### config.mk
export PLATFORM = sky130hd
export DESIGN_NAME = fsmk_skid
export DESIGN_NICKNAME = d
export VERILOG_FILES = /design/src/rtl/fsmk_pkg.sv /design/src/rtl/fsmk_skid.sv
export SDC_FILE = /design/constraint.sdc
export NUM_CORES = 1
export LEC_CHECK = 0
export ABC_AREA = 1
export BUFFER_PORTS_ARGS = -buffer_cell sky130_fd_sc_hd__buf_2
export CORE_MARGIN = 10
export CORE_UTILIZATION = 45
export DETAILED_ROUTE_END_ITERATION = 12
export PLACE_DENSITY = 0.73
export RECOVER_POWER = 50
export REMOVE_ABC_BUFFERS = 1
export SLEW_MARGIN = 20
export SYNTH_ARGS = -nofsm -noshare
export SYNTH_HDL_FRONTEND = slang
export SYNTH_SLANG_ARGS = --single-unit
### constraint.sdc
create_clock -name clk -period 4.25 [get_ports clk]
set_clock_uncertainty 0.05 [all_clocks]
set_input_delay 1.275 -clock clk [delete_from_list [all_inputs] [get_ports clk]]
set_output_delay 1.275 -clock clk [all_outputs]
set_load 0.005 [all_outputs]
### src/rtl/fsmk_pkg.sv
// Shared types, sizes and helpers for the flow shop makespan core.
`default_nettype none

package fsmk_pkg;

  localparam int JOB_COUNT     = 1024;
  localparam int MACHINE_COUNT = 16;
  localparam int TIME_BITS     = 16;

  // Fixed field widths of the transactions.
  localparam int CFG_W   = 5;
  localparam int JOB_W   = 10;
  localparam int MACH_W  = 4;
  localparam int PTIME_W = 16;
  localparam int COMP_W  = 32;

  localparam int JOB_AW    = (JOB_COUNT > 1) ? $clog2(JOB_COUNT) : 1;
  localparam int JOB_IDX_W = (JOB_AW < JOB_W) ? JOB_AW : JOB_W;
  localparam int MACH_AW   = (MACHINE_COUNT > 1) ? $clog2(MACHINE_COUNT) : 1;
  localparam int CNT_W     = $clog2(MACHINE_COUNT + 1);

  localparam logic [CFG_W-1:0] MACHINES_RESET = CFG_W'(16);

  typedef enum logic {
    KIND_LOAD = 1'b0,
    KIND_EVAL = 1'b1
  } kind_t;

  typedef struct packed {
    kind_t              kind;
    logic [JOB_W-1:0]   job;
    logic [MACH_W-1:0]  machine;
    logic [PTIME_W-1:0] proc_time;
    logic               first_job;
    logic               last_job;
  } in_t;

  typedef struct packed {
    logic [COMP_W-1:0] completion;
    logic              is_makespan;
    logic              overflow;
  } out_t;

  // Transaction as it travels down the chain of machine cells.
  typedef struct packed {
    logic              valid;
    in_t               item;
    logic [COMP_W-1:0] left;
    logic              ovf;
  } tok_t;

  // Map the raw register value to the number of cells that compute.
  function automatic logic [CNT_W-1:0] clamp_machines(input logic [CFG_W-1:0] v);
    logic [CNT_W-1:0] n;
    if (v == '0) begin
      n = CNT_W'(1);
    end else if (int'(v) > MACHINE_COUNT) begin
      n = CNT_W'(MACHINE_COUNT);
    end else begin
      n = CNT_W'(v);
    end
    return n;
  endfunction

endpackage

`default_nettype wire

### src/rtl/fsmk_skid.sv
// Output register with one skid entry between the chain and the result channel.
`default_nettype none

module fsmk_skid (
  input  wire            clk,
  input  wire            rst,
  input  wire            in_valid,
  input  fsmk_pkg::out_t in_data,
  output logic           in_ready,
  output logic           out_valid,
  input  wire            out_stall,
  output fsmk_pkg::out_t out_data
);
  import fsmk_pkg::*;

  logic skid_valid;
  out_t skid_data;

  assign in_ready = !skid_valid;

  always_ff @(posedge clk) begin
    if (rst) begin
      out_valid  <= 1'b0;
      skid_valid <= 1'b0;
    end else if (!out_valid || !out_stall) begin
      if (skid_valid) begin
        out_valid  <= 1'b1;
        skid_valid <= 1'b0;
      end else begin
        out_valid <= in_valid;
      end
    end else if (in_valid && !skid_valid) begin
      skid_valid <= 1'b1;
    end
  end

  always_ff @(posedge clk) begin
    if (!out_valid || !out_stall) begin
      out_data <= skid_valid ? skid_data : in_data;
    end else if (in_valid && !skid_valid) begin
      skid_data <= in_data;
    end
  end

endmodule

`default_nettype wire

==> results of run 1 <==
[worst max path at each step]
| stage | endpoint | depth (start not counted) | slack [ns] |
|---|---|---|---|
| floorplan | skid_data[0]$_DFFE_PP_ | 2 | 0.19 |
| global placement | skid_data[30]$_DFFE_PP_ | 3 | 1.64 |
| detailed placement | skid_data[19]$_DFFE_PP_ | 3 | 1.60 |
| CTS | in_ready | 2 | 1.30 |
| global route | in_ready | 2 | 0.76 |
| finish | in_ready | 2 | 0.88 |
[metal layers]
metal	GRT usage (%)	vias to the layer above	wire length (um)
li1	-	792	-
met1	11.7	665	2130
met2	15.7	54	2180
met3	3.76	11	323
met4	5.75	0	110
met5	0	-	0
[report_power, final]
part	internal [mW]	total [mW]	switching (mW)	leakage [nW]
Combinational	0.0369	0.0870	0.0500	0.531
Clock	0.243	0.460	0.217	0.0854
Sequential	0.802	0.813	0.0111	0.679
Total	1.08	1.36	0.278	1.30
[registers in the layout, indices dropped and copies added, names as in the netlist]
register    flops
out_valid       1
out_data       34
skid_data      34
skid_valid      1
[synth_stat cells]
cell / n / share of area, %
buf_6: 3 / 1.3
buf_4: 2 / 0.57
dfxtp_1: 2 / 1.5
buf_12: 2 / 1.5
nor2_1: 3 / 0.43
nand2_1: 86 / 12
inv_8: 1 / 0.43
nand3_1: 1 / 0.19
o21ai_0: 1 / 0.19
edfxtp_1: 68 / 77
inv_1: 1 / 0.14
nand2_2: 19 / 4.5
[cell families after synthesis]
logic type,after synthesis,share of synthesized area (%)
AND/OR/NAND/NOR,109,17.3
flip-flops,70,78.6
buffers and inverters,9,3.92
AO/OA/AOI/OAI,1,0.189
[worst min-delay path, delay by kind of cell, from the launching register on]
| family | cells | cell delay, ns |
|---|---|---|
| and+or+nand+nor | 2 | 0.10 |
| DFF | 1 | 0.32 |
[area by class of cell]
type | instances | area, um2 | area share, %
flip-flops and latches | 70 | 2080 | 66.7
well taps | 72 | 90.1 | 2.89
inverters | 2 | 15.0 | 0.481
clock inverters | 1 | 3.75 | 0.120
multi-input cells | 110 | 428 | 13.7
repair buffers | 74 | 337 | 10.8
clock buffers | 15 | 166 | 5.33
==> reports/qor.txt, run 1 <==
cells on worst reg2reg path = 3
final worst setup slack = 0.877 ns
worst skew pair latency = 0.33 ns
htree depth = 3
DRT Pass-1 Iters = 4
Cell Chain, Critical Path = inv_8 > buf_2
clock transition at the registers of the reported paths = 0.06 ns
DP HPWL = 3320 um
CTS tree = done
Crit. End Element = output port
critical path data required time = 2.92 ns
initial antenna violation count = 0
Worst Setup Start Kind = register
Tcrit/Tclk final = 79.4%
cts repair resizes = 0
Setup TNS = 0 ns
sequential area share after synthesis = 78.6%
gpl congestion = 0.721
Max clock buf depth = 2
Min-Delay Endpoint = out_data[12]$_DFFE_PP_
Pins Over Slew Limit = 35
# DRC = 0
crit path max fanout = 37
WP data arrival = 2.05 ns
GRT Util Overall = 10.1%
pre-CTS WS = 1.60 ns
Placed Cells = 328
share of layout cells above drive strength 1 = 22.8%
setup slack, reg-to-reg = 1.77 ns
delay-heaviest family, CP = flip-flops
Sink Count = 70
first-pass GRT wire length = 7560 um
Hold Path Depth = 2
Fmax = 0.296 GHz
largest net degree at the start of global routing = 38
Hold-fix buffers, CTS = 0
hold slack = 0.464 ns
LEAKAGE = 1.30 nW
core area = 0.00561 mm2
RR Startpoint = skid_valid$_SDFFE_PP0P_
Final Util = 55.7%
most common cell after layout, fill and taps aside = nand2_1
r2r endpoint = skid_data[27]$_DFFE_PP_
Die Area = 0.00935 mm2
final number of hold-violating endpoints = 0
most frequent cells in the layout = nand2_1, edfxtp_1, buf_2, clkbuf_1, clkbuf_8
RSZ-0062 raised after global routing = no
Vert. Die Dim = 96.7 um
Critical Path Start = skid_valid$_SDFFE_PP0P_
Final Non-Filler Cells = 344
dpl cell area = 0.00303 mm2
clock root cell = clkbuf_8
Area growth syn-to-layout = 17.9%
Routed WL = 4740 um
FP Rows = 27
ANT cells = 0
Setup Fix Bufs, Post-CTS = 0
VDD IR max = 231 uV
vias in the first global route = 1585
failing checks = max-capacitance violations, max-slew violations
Final #Nets = 305
CTS Buf Count = 9
critical path's slowest cell = dfxtp_1
power density cells = 436 mW/mm2
Starting Density = 47.2%
Ys Warns = 0
total power = 1.36 mW
Synth Instances = 189
total gr overflow = 0
final setup fails = 0
number of routed nets with antenna violations = 0
WP buf/inv = 2
cell area after synthesis = 0.00265 mm2
via count = 1522
kind of critical path = register to output port
minimum clock period = 3.37 ns
#FFs+latches synth = 70
top-level I/O count = 74
Fill cells = 517
Routed wire per std cell = 13.8 um
DRT iter0 DRCs = 129
hold path start = skid_data[12]$_DFFE_PP_
Unique masters post-synth = 12
cell area after layout = 0.00312 mm2
Syn Area/Cell = 14.0 um2
Die W = 96.7 um
maximum capacitance violations = 1
run status = complete, but fails checks
worst relative slew slack = -16.2%
Worst-Margin Slew = 1.74 ns
post-DR vias/cell = 4.42
I/O Buffers = 73
min-delay worst type = register to register
max incr delay on CP = 1.25 ns
Note: power is estimated with default switching activity, not from simulation.
==> run 2, diff against run 1 <==
ABC_AREA = 0   (was 1)
PLACE_DENSITY = 0.7   (was 0.73)
clock period = 3.5 ns   (was 4.25 ns; I/O delays follow)
==> reports/qor.txt, run 2 <==
Setup Fix Bufs, Post-CTS = 0
Syn Area/Cell = 23.3 um2
clock root cell = clkbuf_8
RSZ-0062 raised after global routing = no
Sink Count = 70
GRT Util Overall = 11.1%
crit path max fanout = 23
most frequent cells in the layout = edfxtp_1, buf_2, clkbuf_1, mux2_4, mux2_1
Primary FF master, synth = edfxtp_1
top-level I/O count = 74
cells on worst reg2reg path = 2
Die Area = 0.00939 mm2
gr busiest metal = met2
Adder-Cell Fraction of Synth Area = 0%
Area growth syn-to-layout = 18.5%
final number of hold-violating endpoints = 0
minimum clock period = 2.50 ns
sequential area share after synthesis = 78.2%
ANT cells = 0
Post-synth ARST share = 0%
I/O Buffers = 73
LEAKAGE = 1.17 nW
Tcrit/Tclk final = 71.5%
largest area contributor in the netlist = edfxtp_1
power density cells = 507 mW/mm2
r2r endpoint = out_data[0]$_DFFE_PP_
mux cell area share after synthesis = 18.2%
#FFs+latches synth = 70
clock transition at the registers of the reported paths = 0.07 ns
most common cell after layout, fill and taps aside = edfxtp_1
Worst Setup Start Kind = register
cell area after synthesis = 0.00266 mm2
kind of critical path = register to register
number of routed nets with antenna violations = 0
RR Startpoint = skid_valid$_SDFFE_PP0P_
met1 Use GR = 12.9%
via count = 1305
largest net degree at the start of global routing = 37
Setup TNS = 0 ns
CTS Buf Count = 9
failing checks = max-capacitance violations, max-slew violations
Critical Path Start = skid_valid$_SDFFE_PP0P_
share of layout cells above drive strength 1 = 41.1%
# DRC = 0
gpl congestion = 0.731
Unique masters post-synth = 13
Max clock buf depth = 2
post-DR vias/cell = 4.76
DRT Pass-1 Iters = 4
Post-synth EDFFs = 68
run status = complete, but fails checks
worst relative slew slack = -6.79%
met2 Usage GRT = 16.8%
Routed WL = 5180 um
critical path data required time = 3.53 ns
leading post-synthesis cells by cell area = edfxtp_1, mux2_4, mux2_2
total gr overflow = 0
WP data arrival = 2.53 ns
Synth Area in XOR/XNOR = 0%
final setup fails = 0
CTS tree = done
FP Rows = 27
cts repair resizes = 0
setup slack, reg-to-reg = 1.0 ns
post-synthesis simple-gate area fraction = 0.752%
Pins Over Slew Limit = 24
Vert. Die Dim = 96.9 um
Ys Warns = 0
maximum capacitance violations = 1
Commonest cells post-synth = edfxtp_1, mux2_4, mux2_2, buf_12, dfxtp_1
vias in the first global route = 1532
Fmax = 0.399 GHz
Die W = 96.9 um
top-count cell post-synth = edfxtp_1
min-delay worst type = register to register
first-pass GRT wire length = 8280 um
VDD IR max = 272 uV
total power = 1.60 mW
Synth Area in Compound Gates = 0.188%
Hold-fix buffers, CTS = 0
DP HPWL = 3820 um
Starting Density = 47.5%
worst skew pair latency = 0.33 ns
htree depth = 3
met3 Use GR = 6.25%
core area = 0.00561 mm2
Largest regs = out_data x34, skid_data x34
largest family of logic cells by synthesized area = multiplexers
Final #Nets = 236
Worst-Margin Slew = 1.60 ns
initial antenna violation count = 0
Routed wire per std cell = 18.9 um
Synth top area share = 76.7%
Crit. End Element = register
Synth Instances = 114
DRT iter0 DRCs = 67
end of the critical path = out_data[0]$_DFFE_PP_
## run 2: worst min-delay path by stage
stage	start	endpoint	cells past startpoint
3_5_place_dp	skid_data[22]$_DFFE_PP_	out_data[22]$_DFFE_PP_	1
3_3_place_gp	skid_data[25]$_DFFE_PP_	out_data[25]$_DFFE_PP_	1
4_1_cts	skid_data[22]$_DFFE_PP_	out_data[22]$_DFFE_PP_	1
5_1_grt	skid_data[29]$_DFFE_PP_	out_data[29]$_DFFE_PP_	1
2_1_floorplan	skid_data[0]$_DFFE_PP_	out_data[0]$_DFFE_PP_	1
6_report	skid_data[23]$_DFFE_PP_	out_data[23]$_DFFE_PP_	1
## run 2: logic make-up after synthesis
family | Yosys count
buffers and inverters | 5
multiplexers | 34
AO/OA/AOI/OAI | 1
AND/OR/NAND/NOR | 4
flip-flops | 70
## run 2: layout make-up
type	count	area [um2]
Tap cell	72	90.1
Fill cell	478	2450
Clock buffer	11	131
Sequential cell	70	2080
Timing Repair Buffer	77	358
Multi-Input combinational cell	39	473
Clock inverter	4	15.0
Inverter	1	3.75
## run 2: critical path, cell delays in order, from the launching register on
cell and delay (ns):
dfxtp_2 0.55, clkbuf_1 1.20, mux2_2 0.43
## run 2: per-stage QoR
step	area, um2	util (%)	setup WS [ns]	hold slack, ns	instances
floorplan	2590	-	-1.47	0.473	110
global placement	3090	55.1	0.902	0.481	259
detailed placement	3090	55.1	0.826	0.485	259
CTS	3240	57.7	1.18	0.502	274
global route	3150	56.2	0.840	0.516	274
finish	3150	56.2	0.997	0.495	274
## run 2: layer usage
| metal | vias to the layer above | routed length (um) |
|---|---|---|
| li1 | 618 | - |
| met1 | 619 | 2240 |
| met2 | 59 | 2350 |
| met3 | 9 | 521 |
| met4 | 0 | 68 |
| met5 | - | 0 |
## run 2: power by group
part           leakage [nW]  switching (mW)  internal, mW  total (mW)
sequential            0.678          0.0115         0.966       0.978
clock                0.0733           0.268         0.244       0.512
combinational         0.415          0.0524        0.0573       0.110
total                  1.17           0.331          1.27        1.60
